File: config.mk
export PLATFORM = sky130hd
export DESIGN_NAME = tempo_beat_clock
export DESIGN_NICKNAME = d
export VERILOG_FILES = /design/src/hdl/tbc_pkg.sv /design/src/hdl/tempo_beat_clock.sv /design/src/hdl/tbc_queue.sv /design/src/hdl/tbc_front.sv /design/src/hdl/tbc_divider.sv /design/src/hdl/tbc_back.sv
export VERILOG_INCLUDE_DIRS = /design/src /design/src/hdl
export SDC_FILE = /design/constraint.sdc
export NUM_CORES = 2
export LEC_CHECK = 0
export BUFFER_PORTS_ARGS = -buffer_cell sky130_fd_sc_hd__buf_4
export CORE_MARGIN = 2
export CORE_UTILIZATION = 40
export DETAILED_ROUTE_END_ITERATION = 12
export GPL_TIMING_DRIVEN = 0
export SLEW_MARGIN = 10
export SYNTH_ARGS = -nofsm -noshare
export SYNTH_HDL_FRONTEND = slang
export SYNTH_SLANG_ARGS = --single-unit
File: constraint.sdc
create_clock -name clk -period 8.3 [get_ports clk]
set_input_delay 0.415 -clock clk [delete_from_list [all_inputs] [get_ports clk]]
set_output_delay 0.415 -clock clk [all_outputs]
set_load 0.05 [all_outputs]
File: src/hdl/tempo_beat_clock_defines.svh
// Assertion macros shared by the tempo beat clock RTL.
`ifndef TEMPO_BEAT_CLOCK_DEFINES_SVH
`define TEMPO_BEAT_CLOCK_DEFINES_SVH
`ifndef SYNTHESIS
// Checks that a property holds at every clock edge outside reset.
`define TBC_ASSERT(label, clk_s, rstn_s, prop, msg) \
    label: assert property (@(posedge clk_s) disable iff (!rstn_s) prop) \
        else $error(msg);
// Checks that a condition is never true at a clock edge outside reset.
`define TBC_ASSERT_NEVER(label, clk_s, rstn_s, cond, msg) \
    label: assert property (@(posedge clk_s) disable iff (!rstn_s) !(cond)) \
        else $error(msg);
`else
`define TBC_ASSERT(label, clk_s, rstn_s, prop, msg)
`define TBC_ASSERT_NEVER(label, clk_s, rstn_s, cond, msg)
`endif
`endif

File: src/hdl/tbc_pkg.sv
// Types and constants shared by the tempo beat clock modules.
package tbc_pkg;

    localparam int TEMPO_W    = 17;
    localparam int RATE_W     = 18;
    localparam int Q16_W      = 17;
    localparam int PERIOD_W   = 40;
    localparam int SCALE_W    = 31;
    localparam int CFG_IDX_W  = 3;
    localparam int BEAT_NUM_W = 32;

    localparam logic [Q16_W-1:0]    UNITY          = 17'd65536;
    localparam logic [TEMPO_W-1:0]  TEMPO_RESET    = 17'd12000;
    localparam logic [TEMPO_W-1:0]  GLIDE_DEADBAND = 17'd10;
    localparam logic [12:0]         TEMPO_SCALE    = 13'd6000;
    localparam logic [15:0]         ROUND_HALF     = 16'd32768;
    localparam logic [PERIOD_W-1:0] PERIOD_MAX     = 40'hFF_FFFF_FFFF;

    localparam logic [TEMPO_W-1:0] MIN_TEMPO_RESET    = 17'd2000;
    localparam logic [TEMPO_W-1:0] MAX_TEMPO_RESET    = 17'd30000;
    localparam logic [Q16_W-1:0]   GLIDE_FACTOR_RESET = 17'd6554;
    localparam logic [Q16_W-1:0]   FADE_FACTOR_RESET  = 17'd62259;
    localparam logic [Q16_W-1:0]   PULSE_FLOOR_RESET  = 17'd655;

    localparam logic [CFG_IDX_W-1:0] CFG_MIN_TEMPO    = 3'd0;
    localparam logic [CFG_IDX_W-1:0] CFG_MAX_TEMPO    = 3'd1;
    localparam logic [CFG_IDX_W-1:0] CFG_GLIDE_FACTOR = 3'd2;
    localparam logic [CFG_IDX_W-1:0] CFG_FADE_FACTOR  = 3'd3;
    localparam logic [CFG_IDX_W-1:0] CFG_PULSE_FLOOR  = 3'd4;

    typedef enum logic [2:0] {
        OP_FRAME      = 3'd0,
        OP_BUF_BEGIN  = 3'd1,
        OP_BUF_END    = 3'd2,
        OP_SET_TEMPO  = 3'd3,
        OP_START      = 3'd4,
        OP_STOP       = 3'd5,
        OP_PAUSE      = 3'd6,
        OP_RESET      = 3'd7
    } op_t;

    typedef struct packed {
        logic [TEMPO_W-1:0] min_tempo;
        logic [TEMPO_W-1:0] max_tempo;
        logic [Q16_W-1:0]   glide_factor;
        logic [Q16_W-1:0]   fade_factor;
        logic [Q16_W-1:0]   pulse_floor;
    } cfg_t;

    typedef struct packed {
        op_t                op;
        logic [RATE_W-1:0]  rate;
        logic [TEMPO_W-1:0] tempo;
    } cmd_t;

    typedef struct packed {
        logic                  fired;
        logic [BEAT_NUM_W-1:0] beat_number;
        logic [TEMPO_W-1:0]    tempo;
        logic [Q16_W-1:0]      pulse;
        logic                  running;
    } res_t;

endpackage

File: src/hdl/tempo_beat_clock.sv
// Top level of the tempo beat clock: command queue, front end, back end and result queue.

// Usage: the block keeps an audio-rate tempo clock. Each input word carries an
// operation (frame tick, buffer begin with a sample rate, buffer end, set tempo,
// start, stop, pause or reset) and yields exactly one result word with the beat
// flag, the running beat count, the smoothed tempo, the pulse level and the run
// flag. Input words enter a two-word command queue (push/full); result words
// leave through a two-word result queue (empty/pop), so a result waiting to be
// taken does not hold up the input side. The back end executes one command at a
// time. A frame tick, set tempo, start, stop, pause, reset, and any command that
// the run state makes a no-op, finish when taken, so frames stream at one per
// cycle while the result queue has room. A buffer end while running goes through
// S_FADE_A (multiply) and S_FADE_B (floor test); a buffer begin while running
// through S_GLIDE_A, S_GLIDE_B and S_GLIDE_C when the tempo glides (the two glide
// products and their sum), then S_SCALE and S_DIV, where the bit-serial divider
// forms samples per beat one quotient bit per cycle. With a current tempo of
// zero the division is skipped and the period saturates. Configuration
// registers are written through cfg_valid/cfg_index/cfg_data, always ready,
// and must be written only while the block is idle; indexes beyond the five
// registers are ignored. Tempo is in 0.01 bpm units, fractions are Q1.16.
module tempo_beat_clock #(
    parameter int FRAC_BITS   = 8,
    parameter int COUNT_WIDTH = 32
) (
    input  logic                             clk,
    input  logic                             rst_n,
    input  logic                             push,
    output logic                             full,
    input  logic [2:0]                       operation,
    input  logic [tbc_pkg::RATE_W-1:0]       rate_hz,
    input  logic [tbc_pkg::TEMPO_W-1:0]      requested_tempo,
    output logic                             empty,
    input  logic                             pop,
    output logic                             beat_fired,
    output logic [tbc_pkg::BEAT_NUM_W-1:0]   beat_number,
    output logic [tbc_pkg::TEMPO_W-1:0]      tempo_now,
    output logic [tbc_pkg::Q16_W-1:0]        pulse_level,
    output logic                             running,
    input  logic                             cfg_valid,
    output logic                             cfg_ready,
    input  logic [tbc_pkg::CFG_IDX_W-1:0]    cfg_index,
    input  logic [tbc_pkg::Q16_W-1:0]        cfg_data
);
    import tbc_pkg::*;

    localparam int QUEUE_DEPTH = 2;

    cfg_t                 cfg_reg;
    cmd_t                 front_cmd;
    cmd_t                 back_cmd;
    logic [$bits(cmd_t)-1:0] cmd_wr_word;
    logic [$bits(cmd_t)-1:0] cmd_rd_word;
    logic                 cmd_push;
    logic                 cmd_full;
    logic                 cmd_empty;
    logic                 cmd_pop;
    res_t                 back_res;
    res_t                 out_res;
    logic [$bits(res_t)-1:0] res_wr_word;
    logic [$bits(res_t)-1:0] res_rd_word;
    logic                 res_push;
    logic                 res_full;

    // The register file accepts a write in every cycle.
    assign cfg_ready = 1'b1;

    always_ff @(posedge clk or negedge rst_n)
    begin
        if (!rst_n)
        begin
            cfg_reg.min_tempo    <= MIN_TEMPO_RESET;
            cfg_reg.max_tempo    <= MAX_TEMPO_RESET;
            cfg_reg.glide_factor <= GLIDE_FACTOR_RESET;
            cfg_reg.fade_factor  <= FADE_FACTOR_RESET;
            cfg_reg.pulse_floor  <= PULSE_FLOOR_RESET;
        end
        else if (cfg_valid && cfg_ready)
        begin
            case (cfg_index)
                CFG_MIN_TEMPO:    cfg_reg.min_tempo    <= cfg_data;
                CFG_MAX_TEMPO:    cfg_reg.max_tempo    <= cfg_data;
                CFG_GLIDE_FACTOR: cfg_reg.glide_factor <= cfg_data;
                CFG_FADE_FACTOR:  cfg_reg.fade_factor  <= cfg_data;
                CFG_PULSE_FLOOR:  cfg_reg.pulse_floor  <= cfg_data;
                default:          cfg_reg <= cfg_reg;
            endcase
        end
    end

    // The front end decodes each word and clamps tempo requests on the way in.
    tbc_front u_front (
        .push            (push),
        .operation       (operation),
        .rate_hz         (rate_hz),
        .requested_tempo (requested_tempo),
        .cfg             (cfg_reg),
        .q_full          (cmd_full),
        .cmd_push        (cmd_push),
        .cmd             (front_cmd)
    );

    assign full        = cmd_full;
    assign cmd_wr_word = front_cmd;

    tbc_queue #(
        .WIDTH ($bits(cmd_t)),
        .DEPTH (QUEUE_DEPTH)
    ) u_cmd_q (
        .clk     (clk),
        .rst_n   (rst_n),
        .push    (cmd_push),
        .wr_data (cmd_wr_word),
        .full    (cmd_full),
        .pop     (cmd_pop),
        .rd_data (cmd_rd_word),
        .empty   (cmd_empty)
    );

    assign back_cmd = cmd_rd_word;

    // The back end owns the clock state, the glide and fade multiplies and the
    // divider; it takes a command only when the result queue has room.
    tbc_back #(
        .FRAC_BITS   (FRAC_BITS),
        .COUNT_WIDTH (COUNT_WIDTH)
    ) u_back (
        .clk       (clk),
        .rst_n     (rst_n),
        .cfg       (cfg_reg),
        .cmd       (back_cmd),
        .cmd_empty (cmd_empty),
        .cmd_pop   (cmd_pop),
        .res_full  (res_full),
        .res_push  (res_push),
        .res       (back_res)
    );

    assign res_wr_word = back_res;

    tbc_queue #(
        .WIDTH ($bits(res_t)),
        .DEPTH (QUEUE_DEPTH)
    ) u_res_q (
        .clk     (clk),
        .rst_n   (rst_n),
        .push    (res_push),
        .wr_data (res_wr_word),
        .full    (res_full),
        .pop     (pop),
        .rd_data (res_rd_word),
        .empty   (empty)
    );

    assign out_res     = res_rd_word;
    assign beat_fired  = out_res.fired;
    assign beat_number = out_res.beat_number;
    assign tempo_now   = out_res.tempo;
    assign pulse_level = out_res.pulse;
    assign running     = out_res.running;

endmodule

File: src/hdl/tbc_queue.sv
// Small register queue used between the front, the back and the result port.
`include "tempo_beat_clock_defines.svh"

module tbc_queue #(
    parameter int WIDTH = 8,
    parameter int DEPTH = 2
) (
    input  logic             clk,
    input  logic             rst_n,
    input  logic             push,
    input  logic [WIDTH-1:0] wr_data,
    output logic             full,
    input  logic             pop,
    output logic [WIDTH-1:0] rd_data,
    output logic             empty
);
    localparam int PTR_W = (DEPTH > 1) ? $clog2(DEPTH) : 1;
    localparam int CNT_W = $clog2(DEPTH + 1);

    logic [WIDTH-1:0] entry_reg [DEPTH];
    logic [PTR_W-1:0] wr_ptr_reg, wr_ptr_next;
    logic [PTR_W-1:0] rd_ptr_reg, rd_ptr_next;
    logic [CNT_W-1:0] count_reg, count_next;
    logic             do_push;
    logic             do_pop;

    assign full    = (count_reg == CNT_W'(DEPTH));
    assign empty   = (count_reg == '0);
    assign do_push = push && !full;
    assign do_pop  = pop && !empty;
    assign rd_data = entry_reg[rd_ptr_reg];

    always_comb
    begin
        wr_ptr_next = wr_ptr_reg;
        rd_ptr_next = rd_ptr_reg;
        count_next  = count_reg;
        if (do_push)
        begin
            wr_ptr_next = (wr_ptr_reg == PTR_W'(DEPTH - 1)) ? '0 : wr_ptr_reg + 1'b1;
        end
        if (do_pop)
        begin
            rd_ptr_next = (rd_ptr_reg == PTR_W'(DEPTH - 1)) ? '0 : rd_ptr_reg + 1'b1;
        end
        if (do_push && !do_pop)
        begin
            count_next = count_reg + 1'b1;
        end
        else if (do_pop && !do_push)
        begin
            count_next = count_reg - 1'b1;
        end
    end

    always_ff @(posedge clk or negedge rst_n)
    begin
        if (!rst_n)
        begin
            wr_ptr_reg <= '0;
            rd_ptr_reg <= '0;
            count_reg  <= '0;
        end
        else
        begin
            wr_ptr_reg <= wr_ptr_next;
            rd_ptr_reg <= rd_ptr_next;
            count_reg  <= count_next;
        end
    end

    always_ff @(posedge clk)
    begin
        if (do_push)
        begin
            entry_reg[wr_ptr_reg] <= wr_data;
        end
    end

    `TBC_ASSERT_NEVER(a_full_and_empty, clk, rst_n, full && empty, "queue full and empty")
    `TBC_ASSERT(a_count_up, clk, rst_n, (do_push && !do_pop) |=> (count_reg == $past(count_reg) + 1'b1), "queue count did not rise on a push")
    `TBC_ASSERT(a_count_down, clk, rst_n, (do_pop && !do_push) |=> (count_reg == $past(count_reg) - 1'b1), "queue count did not fall on a pop")

endmodule

File: src/hdl/tbc_front.sv
// Front end: accepts input words, decodes the operation and clamps tempo requests.
module tbc_front (
    input  logic                          push,
    input  logic [2:0]                    operation,
    input  logic [tbc_pkg::RATE_W-1:0]    rate_hz,
    input  logic [tbc_pkg::TEMPO_W-1:0]   requested_tempo,
    input  tbc_pkg::cfg_t                 cfg,
    input  logic                          q_full,
    output logic                          cmd_push,
    output tbc_pkg::cmd_t                 cmd
);
    import tbc_pkg::*;

    logic [TEMPO_W-1:0] clamped;

    // Lower limit first; inverted limits give min_tempo below it, else max_tempo.
    always_comb
    begin
        if (requested_tempo < cfg.min_tempo)
        begin
            clamped = cfg.min_tempo;
        end
        else if (requested_tempo > cfg.max_tempo)
        begin
            clamped = cfg.max_tempo;
        end
        else
        begin
            clamped = requested_tempo;
        end
    end

    assign cmd_push  = push && !q_full;
    assign cmd.op    = op_t'(operation);
    assign cmd.rate  = rate_hz;
    assign cmd.tempo = clamped;

endmodule

File: src/hdl/tbc_divider.sv
// Bit-serial restoring divider, one quotient bit per cycle.
module tbc_divider #(
    parameter int NUM_W = 39,
    parameter int DEN_W = 17
) (
    input  logic             clk,
    input  logic             rst_n,
    input  logic             start,
    input  logic [NUM_W-1:0] num,
    input  logic [DEN_W-1:0] den,
    output logic             done,
    output logic [NUM_W-1:0] quot
);
    localparam int CNT_W = $clog2(NUM_W + 1);

    logic [NUM_W-1:0] num_reg;
    logic [NUM_W-1:0] quot_reg;
    logic [DEN_W-1:0] den_reg;
    logic [DEN_W-1:0] rem_reg;
    logic [CNT_W-1:0] cnt_reg;
    logic             busy_reg;
    logic             done_reg;
    logic [DEN_W:0]   rem_shift;
    logic [DEN_W:0]   rem_diff;
    logic             fits;

    assign rem_shift = {rem_reg, num_reg[NUM_W-1]};
    assign rem_diff  = rem_shift - {1'b0, den_reg};
    assign fits      = (rem_shift >= {1'b0, den_reg});
    assign done      = done_reg;
    assign quot      = quot_reg;

    always_ff @(posedge clk or negedge rst_n)
    begin
        if (!rst_n)
        begin
            busy_reg <= 1'b0;
            done_reg <= 1'b0;
            cnt_reg  <= '0;
        end
        else
        begin
            done_reg <= 1'b0;
            if (start)
            begin
                busy_reg <= 1'b1;
                cnt_reg  <= CNT_W'(NUM_W);
            end
            else if (busy_reg)
            begin
                cnt_reg <= cnt_reg - 1'b1;
                if (cnt_reg == CNT_W'(1))
                begin
                    busy_reg <= 1'b0;
                    done_reg <= 1'b1;
                end
            end
        end
    end

    always_ff @(posedge clk)
    begin
        if (start)
        begin
            num_reg  <= num;
            den_reg  <= den;
            rem_reg  <= '0;
            quot_reg <= '0;
        end
        else if (busy_reg)
        begin
            num_reg  <= num_reg << 1;
            rem_reg  <= fits ? rem_diff[DEN_W-1:0] : rem_shift[DEN_W-1:0];
            quot_reg <= {quot_reg[NUM_W-2:0], fits};
        end
    end

endmodule

File: src/hdl/tbc_back.sv
// Back end: holds the clock state and carries out one decoded command at a time.
`include "tempo_beat_clock_defines.svh"

module tbc_back #(
    parameter int FRAC_BITS   = 8,
    parameter int COUNT_WIDTH = 32
) (
    input  logic          clk,
    input  logic          rst_n,
    input  tbc_pkg::cfg_t cfg,
    input  tbc_pkg::cmd_t cmd,
    input  logic          cmd_empty,
    output logic          cmd_pop,
    input  logic          res_full,
    output logic          res_push,
    output tbc_pkg::res_t res
);
    import tbc_pkg::*;

    localparam int NUM_W  = SCALE_W + FRAC_BITS;
    localparam int QX_W   = (NUM_W > PERIOD_W) ? NUM_W : PERIOD_W;
    localparam int GSUM_W = 35;
    localparam int PROD_W = 34;
    localparam logic [PERIOD_W-1:0] PHASE_STEP = PERIOD_W'(1) << FRAC_BITS;

    typedef enum logic [7:0] {
        S_IDLE    = 8'b0000_0001,
        S_GLIDE_A = 8'b0000_0010,
        S_GLIDE_B = 8'b0000_0100,
        S_GLIDE_C = 8'b0000_1000,
        S_SCALE   = 8'b0001_0000,
        S_DIV     = 8'b0010_0000,
        S_FADE_A  = 8'b0100_0000,
        S_FADE_B  = 8'b1000_0000
    } state_t;

    function automatic logic [Q16_W-1:0] sat_unity(input logic [Q16_W-1:0] v);
        return (v > UNITY) ? UNITY : v;
    endfunction

    state_t                 state_reg, state_next;
    logic                   run_reg, run_next;
    logic [TEMPO_W-1:0]     cur_reg, cur_next;
    logic [TEMPO_W-1:0]     tgt_reg, tgt_next;
    logic [RATE_W-1:0]      rate_reg, rate_next;
    logic [PERIOD_W-1:0]    period_reg, period_next;
    logic [PERIOD_W-1:0]    phase_reg, phase_next;
    logic [COUNT_WIDTH-1:0] count_reg, count_next;
    logic [Q16_W-1:0]       pulse_reg, pulse_next;
    logic [PROD_W-1:0]      prod_a_reg;
    logic [PROD_W-1:0]      prod_b_reg;
    logic                   fired;

    logic [Q16_W-1:0]    g_sat;
    logic [Q16_W-1:0]    g_comp;
    logic [Q16_W-1:0]    f_sat;
    logic [TEMPO_W-1:0]  tempo_gap;
    logic [RATE_W-1:0]   rate_gap;
    logic [PERIOD_W-1:0] phase_step;
    logic [PERIOD_W:0]   phase_sub;
    logic [GSUM_W-1:0]   glide_sum;
    logic [Q16_W-1:0]    faded;
    logic [SCALE_W-1:0]  scale_prod;
    logic [NUM_W-1:0]    div_num;
    logic [NUM_W-1:0]    div_quot;
    logic [QX_W-1:0]     quot_ext;
    logic                div_start;
    logic                div_done;

    assign g_sat      = sat_unity(cfg.glide_factor);
    assign g_comp     = UNITY - g_sat;
    assign f_sat      = sat_unity(cfg.fade_factor);
    assign tempo_gap  = (cur_reg > tgt_reg) ? cur_reg - tgt_reg : tgt_reg - cur_reg;
    assign rate_gap   = (cmd.rate > rate_reg) ? cmd.rate - rate_reg : rate_reg - cmd.rate;
    assign phase_step = phase_reg + PHASE_STEP;
    assign phase_sub  = {1'b0, phase_step} - {1'b0, period_reg};
    assign glide_sum  = GSUM_W'(prod_a_reg) + GSUM_W'(prod_b_reg) + GSUM_W'(ROUND_HALF);
    assign faded      = prod_a_reg[32:16];
    assign scale_prod = SCALE_W'(rate_reg) * SCALE_W'(TEMPO_SCALE);
    assign div_num    = NUM_W'(scale_prod) << FRAC_BITS;
    assign quot_ext   = QX_W'(div_quot);

    tbc_divider #(
        .NUM_W (NUM_W),
        .DEN_W (TEMPO_W)
    ) u_div (
        .clk   (clk),
        .rst_n (rst_n),
        .start (div_start),
        .num   (div_num),
        .den   (cur_reg),
        .done  (div_done),
        .quot  (div_quot)
    );

    always_comb
    begin
        state_next  = state_reg;
        run_next    = run_reg;
        cur_next    = cur_reg;
        tgt_next    = tgt_reg;
        rate_next   = rate_reg;
        period_next = period_reg;
        phase_next  = phase_reg;
        count_next  = count_reg;
        pulse_next  = pulse_reg;
        fired       = 1'b0;
        cmd_pop     = 1'b0;
        res_push    = 1'b0;
        div_start   = 1'b0;
        case (state_reg)
            S_IDLE:
            begin
                if (!cmd_empty && !res_full)
                begin
                    cmd_pop  = 1'b1;
                    res_push = 1'b1;
                    case (cmd.op)
                        OP_FRAME:
                        begin
                            if (run_reg && (period_reg != '0))
                            begin
                                if (!phase_sub[PERIOD_W])
                                begin
                                    phase_next = phase_sub[PERIOD_W-1:0];
                                    count_next = count_reg + COUNT_WIDTH'(1);
                                    pulse_next = UNITY;
                                    fired      = 1'b1;
                                end
                                else
                                begin
                                    phase_next = phase_step;
                                end
                            end
                        end
                        OP_BUF_BEGIN:
                        begin
                            if (run_reg)
                            begin
                                res_push = 1'b0;
                                if ((cmd.rate != '0) &&
                                    ((rate_reg == '0) || (rate_gap > RATE_W'(1))))
                                begin
                                    rate_next = cmd.rate;
                                end
                                state_next = (tempo_gap > GLIDE_DEADBAND) ? S_GLIDE_A : S_SCALE;
                            end
                        end
                        OP_BUF_END:
                        begin
                            if (run_reg)
                            begin
                                res_push   = 1'b0;
                                state_next = S_FADE_A;
                            end
                        end
                        OP_SET_TEMPO:
                        begin
                            if ((cmd.tempo != '0) && (cmd.tempo != tgt_reg))
                            begin
                                tgt_next = cmd.tempo;
                            end
                        end
                        OP_START:
                        begin
                            if (!run_reg)
                            begin
                                run_next   = 1'b1;
                                phase_next = '0;
                            end
                        end
                        OP_STOP:
                        begin
                            if (run_reg)
                            begin
                                run_next   = 1'b0;
                                pulse_next = '0;
                                phase_next = '0;
                            end
                        end
                        OP_PAUSE:
                        begin
                            run_next = 1'b0;
                        end
                        OP_RESET:
                        begin
                            run_next   = 1'b0;
                            pulse_next = '0;
                            phase_next = '0;
                        end
                        default:
                        begin
                            run_next = run_reg;
                        end
                    endcase
                end
            end
            S_GLIDE_A:
            begin
                state_next = S_GLIDE_B;
            end
            S_GLIDE_B:
            begin
                state_next = S_GLIDE_C;
            end
            S_GLIDE_C:
            begin
                cur_next   = glide_sum[32:16];
                state_next = S_SCALE;
            end
            S_SCALE:
            begin
                if (cur_reg == '0)
                begin
                    period_next = PERIOD_MAX;
                    res_push    = 1'b1;
                    state_next  = S_IDLE;
                end
                else
                begin
                    div_start  = 1'b1;
                    state_next = S_DIV;
                end
            end
            S_DIV:
            begin
                if (div_done)
                begin
                    period_next = (quot_ext > QX_W'(PERIOD_MAX)) ? PERIOD_MAX
                                                                  : PERIOD_W'(quot_ext);
                    res_push    = 1'b1;
                    state_next  = S_IDLE;
                end
            end
            S_FADE_A:
            begin
                state_next = S_FADE_B;
            end
            S_FADE_B:
            begin
                pulse_next = (faded < cfg.pulse_floor) ? '0 : faded;
                res_push   = 1'b1;
                state_next = S_IDLE;
            end
            default:
            begin
                state_next = S_IDLE;
            end
        endcase
    end

    assign res.fired       = fired;
    assign res.beat_number = BEAT_NUM_W'(count_next);
    assign res.tempo       = cur_next;
    assign res.pulse       = pulse_next;
    assign res.running     = run_next;

    always_ff @(posedge clk or negedge rst_n)
    begin
        if (!rst_n)
        begin
            state_reg  <= S_IDLE;
            run_reg    <= 1'b0;
            cur_reg    <= TEMPO_RESET;
            tgt_reg    <= TEMPO_RESET;
            rate_reg   <= '0;
            period_reg <= '0;
            phase_reg  <= '0;
            count_reg  <= '0;
            pulse_reg  <= '0;
        end
        else
        begin
            state_reg  <= state_next;
            run_reg    <= run_next;
            cur_reg    <= cur_next;
            tgt_reg    <= tgt_next;
            rate_reg   <= rate_next;
            period_reg <= period_next;
            phase_reg  <= phase_next;
            count_reg  <= count_next;
            pulse_reg  <= pulse_next;
        end
    end

    // Products for the tempo glide and the pulse fade, one multiply per cycle.
    always_ff @(posedge clk)
    begin
        case (state_reg)
            S_GLIDE_A: prod_a_reg <= cur_reg * g_comp;
            S_GLIDE_B: prod_b_reg <= tgt_reg * g_sat;
            S_FADE_A:  prod_a_reg <= pulse_reg * f_sat;
            default:   prod_b_reg <= prod_b_reg;
        endcase
    end

    `TBC_ASSERT_NEVER(a_push_into_full, clk, rst_n, res_push && res_full, "result pushed into a full queue")
    `TBC_ASSERT(a_div_done_in_div, clk, rst_n, div_done |-> (state_reg == S_DIV), "divider finished outside the divide step")
    `TBC_ASSERT(a_long_ops_running, clk, rst_n, (state_reg != S_IDLE) |-> run_reg, "multi-cycle command while stopped")

endmodule

== Word level (Yosys, flattened, before mapping) ==
Memories as Yosys holds them, arrays and structs flattened.
Index checks and enable logic that the tools add are counted.

* Bits in latches: 0
* Memories: 2
* Bits in registers: 457
* Output and inout port bits: 71
* Bits in read-only memories: 0
* Memory bits (writable): 212

{| class="wikitable"
|+ Memories
! name !! depth !! width !! read ports !! clocked after memory_dff !! write ports !! RTL line !! source
|-
| u_res_q.entry_reg || 2 || 68 || 1 || 0 || 1 || tbc_queue.sv:20 || <nowiki>logic [WIDTH-1:0] entry_reg [DEPTH];</nowiki>
|-
| u_cmd_q.entry_reg || 2 || 38 || 1 || 0 || 1 || tbc_queue.sv:20 ||
|}

* Equality and inequality tests: 32
* Shift operators: 0
* Reductions and logical operators: 49
* Divide/modulo/power cells: 0
* Multiply operators: 4
* $add $sub $neg: 20
* Multiplexer cells: 78
* Magnitude comparators: 11
* Bitwise logic cells: 0

{| class="wikitable"
|+ Operators with widths
! cell !! count
|-
| 40-bit 2-to-1 mux || 7
|-
| 17-bit 2-to-1 mux || 12
|-
| 32-bit 2-to-1 mux || 5
|-
| 40-bit case mux with 4 select lines || 1
|-
| 17-bit by 17-bit multiplier with 33-bit output || 3
|-
| 40-bit case mux with 2 select lines || 1
|-
| 39-bit 2-to-1 mux || 2
|-
| 33-bit case mux with 2 select lines || 1
|-
| 8-bit case mux with 7 select lines || 1
|-
| 17-bit case mux with 3 select lines || 1
|-
| 17-bit subtractor || 3
|-
| 40-bit by 40-bit subtractor with 41-bit output || 1
|-
| 40-bit by 9-bit adder with 40-bit output (second input constant) || 1
|-
| 39-bit by 40-bit greater-than comparator with 1-bit output (second input constant) || 1
|-
| 40-bit nonzero test || 1
|-
| 18-bit subtractor || 2
|-
| 17-bit greater-than comparator || 2
|-
| 17-bit greater-than comparator (second input constant) || 2
|-
| 17-bit < comparator || 2
|-
| 17-bit case mux with 2 select lines || 1
|-
| 33-bit by 16-bit adder with 33-bit output (second input constant) || 1
|-
| 33-bit adder || 1
|-
| 32-bit by 1-bit adder with 32-bit output (second input constant) || 1
|-
| 8-bit 2-to-1 mux || 4
|-
| 54 further kinds || 137
|}

== Longest topological paths before layout ==
An unclocked memory read counts as a cell.

* Depth in word-level cells: 11
* Depth in mapped cells: 38
* Mapped depth without buffers: 36

== Modules after synthesis ==
A second synthesis with hierarchy kept.

* Cell total of the unflattened synthesis: 7021
* Area, all modules: 68715.9 um^2

{| class="wikitable"
|+ By module, submodules not included
! module !! seq. area each (um^2) !! area an instance (um^2) !! times used !! cells an instance
|-
| tbc_back || 6755.2 || 50138.1 || 1 || 5788
|-
| tbc_divider || 3002.9 || 5520.3 || 1 || 475
|-
| tbc_queue at u_res_q || 4184.0 || 5146.2 || 1 || 231
|-
| tempo_beat_clock || 2172.1 || 3304.4 || 1 || 185
|-
| tbc_queue at u_cmd_q || 2382.3 || 2985.4 || 1 || 137
|-
| tbc_front || 0.0 || 1621.6 || 1 || 205
|}

== Worst setup path after synthesis ==
Ideal clock, no wire load.

* Path kind: reg2reg
* From: register cfg_reg[45] in the netlist's numbering
* To: register u_back.prod_a_reg[32] (data pin)
* Data arrival time: 8.507 ns
* Stages on the path, launching flop included: 36
* Period minus slack after synthesis: 8.766 ns
* Path slack: -0.466 ns
* Path through: dfstp_2 -> or4_1 -> nor2_1 -> nand3_1 -> o41ai_4 -> and2_2 -> inv_2 -> ha_1 -> o21ai_0 -> or3_1 -> clkbuf_1 -> nor3_1 -> xnor2_1 -> clkbuf_1 -> nand2_1 -> fa_1 -> inv_1 -> fa_1 -> fa_1 -> fa_1 -> fa_1 -> inv_1 -> fa_1 -> inv_1 -> ha_1 -> a21o_1 -> a21oi_1 -> a21oi_1 -> nor2_1 -> o2111ai_1 -> and3_1 -> o21a_1 -> o21a_1 -> o31a_1 -> mux2i_1 -> a211o_1

* Cells in the longest elaborated chain, start to end: 5

{| class="wikitable"
|+ Ends and longest elaborated chain
! element !! RTL line !! source
|-
| from (decl) || tempo_beat_clock.sv:48 || <nowiki>cfg_t cfg_reg;</nowiki>
|-
| from (signal assigned) || tempo_beat_clock.sv:85 || <nowiki>default: cfg_reg <= cfg_reg;</nowiki>
|-
| 17-bit greater-than comparator || tbc_back.sv:38 || <nowiki>return (v > UNITY) ? UNITY : v;</nowiki>
|-
| 17-bit 2-to-1 mux * || tbc_back.sv:38 ||
|-
| 17-bit subtractor * || tbc_back.sv:71 || <nowiki>assign g_comp = UNITY - g_sat;</nowiki>
|-
| 17-bit by 17-bit multiplier with 33-bit output * || tbc_back.sv:290 || <nowiki>S_GLIDE_A: prod_a_reg <= cur_reg * g_comp;</nowiki>
|-
| 33-bit case mux with 2 select lines * || tbc_back.sv:289 || <nowiki>case (state_reg)</nowiki>
|-
| to (signal assigned) || tbc_back.sv:290 ||
|-
| to (signal assigned) || tbc_back.sv:292 || <nowiki>S_FADE_A: prod_a_reg <= pulse_reg * f_sat;</nowiki>
|-
| to (decl) || tbc_back.sv:50 || <nowiki>logic [PROD_W-1:0] prod_a_reg;</nowiki>
|}

Mark *: on every way between the ends. The rest lies on a longest branch, timed or not.
A chain may end at the register's enable or synchronous reset.

== Worst setup path after layout ==
Ends and elaborated chain as after synthesis.

==> summary.md <==
| Metric | Value |
|---|---|
| Status | finished, violations left |
| Failing checks | negative setup slack |
| Root Driver | clkbuf_16 |
| Hold Path Class | input port to flip-flop |
| Ant. Diodes | 0 |
| Period utilization | 1.04 |
| GR Util All Layers | 0.228 |
| CP Data Arrival Time | 9.06 ns |
| Die Span Y | approximately 410 um |
| DRC violations left | 0 |
| Via count | 50500 |
| CP max FO | 4 |
| Final min period | approximately 8.6 ns |
| #FFs+latches synth | about 670 |
| Gpl congestion | 0.979 |
| Worst skew pair latency | 0.72 ns |
| Wire length per cell | 20.2 um |
| Worst Slack Setup Final | -0.300 ns |
| Seq/Total Area, Yosys | 0.269 |
| Global-route wire length before repair | a little over 300000 um |
| Clock Skew | 0.0398 ns |
| Yosys warning count | 0 |
| Seq. cell area | 18100 sq um |
| Num Clock Sinks | 669 |
| Number of synthesized flops with an enable pin | 322 |
| Cell count after synthesis | around 7100 |
| RSZ-0062 raised after global routing | yes |
| Share of cells above drive strength 1 | 0.104 |
| Top Layer Used | met5 |
| Filler instances | 16000 |
| Syn Area/Cell | 9.56 sq um |
| Routed WL | slightly below 200000 um |
| CORE AREA | 167000 sq um |
| Max Fclk | around 0.12 GHz |
| Met1 wire length | 82000 um |
| Clk pin slew, worst setup/hold paths | 0.07 ns |
| Drt pass-1 iters | 6 |
| Most frequent cell on the critical path | fa_1 |
| Post-Syn Area | 67500 sq um |
| Area Overhead vs Synth | 13.3% |
| Routed Antenna Nets | 0 |
| Ys async rst share | 0.435 |
| CTS tree | done |
| Synth cell types | approximately 100 |
| Worst Path Required | 8.76 ns |
| Max incr delay on CP | about 0.56 ns |
| Metal3 WL | 10800 um |
| H-tree lvl count | 3 |
| DR vias/cell | 5.22 |
| Routed length on met2 | 92200 um |
| Mapped Nets | 8515 |
| Grt ovf | 0 |
| Slew Limit Fails | 0 |
| Worst hold margin | 0.0529 ns |
| Initial antenna violation count | 7 |
| Rows | 150 |
| Worst slew margin | 0.119 |
| I/O Buffers | 132 |
| Initial Utilization | 0.403 |
| Multi-input gate area | between 40000 and 50000 sq um |
| Max cap viols | 0 |
| DIE AREA | ~170000 sq um |
| Worst slew pin tran | 1.31 ns |
| Post-DP HPWL | ~160000 um |
| Final net count | 8857 |
| CP endpoint kind | flip-flop |
| Initial DRC Count | 3503 |
| Num CTS Buffers | 78 |
| Final setup violation count | 7 |
| Die Wd | roughly 410 um |
| Most used DFF post-synth | edfxtp_1 |
| Final Hold Viols | 0 |
| CP max-delay cell | fa_1 |
| Max reg flops | between 100 and 150 |
| Setup crit start kind | flip-flop |
| Number of global-route vias before repair | around 53000 |
| # IOs | 134 |
| Critical path class | flip-flop to flip-flop |
| Clock Tree Buf Depth | 3 |
| Largest net degree at the start of global routing | just over 100 |
-- placed cells by master, fill, tap and decap left out, types with 61 or more instances in the layout --
cell type	count
ha_1	619
dfrtp_1	239
and2_1	224
clkbuf_1	225
buf_4	210
mux2i_1	151
o21ai_0	267
a21o_1	96
nand3_1	68
edfxtp_1	322
inv_1	1209
clkbuf_16	80
nor2b_1	61
xor2_1	80
nor2_1	296
nand2_1	947
xnor2_1	208
mux2_2	120
fa_1	748
a21oi_1	217
-- per-layer routing --
layer / global-route usage / vias to the layer above
met2: 0.380 / 1388
met5: 0 / -
met3: 0.0343 / 354
li1: - / 23500
met4: 0.109 / 2
met1: 0.292 / 25300
-- synth_stat cells (all sizes together) (14+ instances only) --
| cell | number | share of area |
|---|---|---|
| a21oi | 228 | 0.017 |
| a22o | 20 | 0.0026 |
| nand3 | 69 | 0.0051 |
| dfrtp | 240 | 0.089 |
| xor2 | 86 | 0.011 |
| nor3 | 66 | 0.0050 |
| xnor2 | 214 | 0.028 |
| nand4 | 46 | 0.0044 |
| clkbuf | 246 | 0.014 |
| and3 | 48 | 0.0044 |
| a31oi | 48 | 0.0044 |
| buf | 59 | 0.0047 |
| and2 | 233 | 0.022 |
| o211ai | 15 | 0.0017 |
| o21a | 42 | 0.0047 |
| nand2b | 34 | 0.0032 |
| fa | 753 | 0.22 |
| a21o | 96 | 0.011 |
| nor2 | 306 | 0.017 |
| ha | 638 | 0.12 |
| dfxtp | 56 | 0.017 |
| nor4 | 46 | 0.0044 |
| o21ai | 289 | 0.021 |
| dfstp | 51 | 0.020 |
| a211oi | 32 | 0.0036 |
| or3 | 23 | 0.0022 |
| nor3b | 14 | 0.0016 |
| nor2b | 66 | 0.0061 |
| nand2 | 963 | 0.054 |
| mux2i | 151 | 0.022 |
| o21bai | 26 | 0.0029 |
| edfxtp | 322 | 0.14 |
| mux2 | 121 | 0.020 |
| inv | 1228 | 0.068 |
| o31ai | 19 | 0.0021 |
-- final cells by class --
class                   count  area share
multi-input cells        4858       0.580
clock buffers             100      0.0273
inverters                1229      0.0604
repair buffers            265      0.0311
flip-flops and latches    669       0.237
plain buffers             302      0.0187
clock inverters            45     0.00894
well taps                2204      0.0361
-- worst max-delay path, delay by kind of cell (launching register included) --
kind	cells	cell delay (ns)
and+or+nand+nor	9	1.69
xor gates and xnor gates	1	0.21
AOI/OAI and AO/OA	10	1.86
adders and majority gates	8	3.41
DFF	1	0.38
buffers and inverters	8	0.65
muxes	1	0.12
-- stage by stage --
| stage | setup slack [ns] | instance area [sq um] | TNS, ns | cells | utilization |
|---|---|---|---|---|---|
| finish | -0.300 | 76500 | -1.27 | 9672 | 0.457 |
| global route | -0.566 | 76500 | -3.29 | 9672 | 0.457 |
| CTS | -0.219 | 75800 | -0.923 | 9642 | 0.453 |
| detailed placement | -2.22 | 71700 | -33.26 | 9408 | 0.428 |
| global placement | -2.43 | 71400 | -81.11 | 9397 | 0.427 |
| floorplan | 0.00123 | 67700 | 0 | 7061 | - |
-- kinds of logic (layout without fill, tap and decap cells) --
logic type | Yosys count | in the layout | synth area share
other | 1 | 1 | 0.0000556
adders and majority gates | 1391 | 1391 | 0.342
buffers and inverters | 1534 | 1941 | 0.0868
DFF | 669 | 669 | 0.269
and+or+nand+nor | 1969 | 1969 | 0.135
xor gates and xnor gates | 300 | 300 | 0.0389
muxes | 272 | 272 | 0.0426
AOI/OAI and AO/OA | 925 | 925 | 0.0862
-- final timing paths --
check	from	endpoint	depth (start not counted)	slack [ns]
worst max-delay path	cfg_reg[45]	u_back.prod_a_reg[32]	37	-0.30
worst min-delay path	cfg_data[12]	cfg_reg[63]	3	0.05
worst max register to register	cfg_reg[45]	u_back.prod_a_reg[32]	37	-0.30
worst min register to register	u_back.phase_reg[0]	u_back.phase_reg[0]	2	0.48
max in group asynchronous	rst_n	u_back.pulse_reg[12]	4	6.81
min in group asynchronous	rst_n	u_back.rate_reg[1]	2	0.19
-- repair_timing --
item / 4_1_cts / 5_1_grt
endpoints found under the hold margin: 98 / 0
endpoints found under the setup margin: 32 / 15
gates resized for setup: 124 / 126
pin swaps: 47 / 43
setup buffers: 58 / 36
hold buffers: 33 / 0
Power is left out: the tool's default activity adds up to more than one toggle a clock period on the data nets, which glitch-free logic cannot reach.
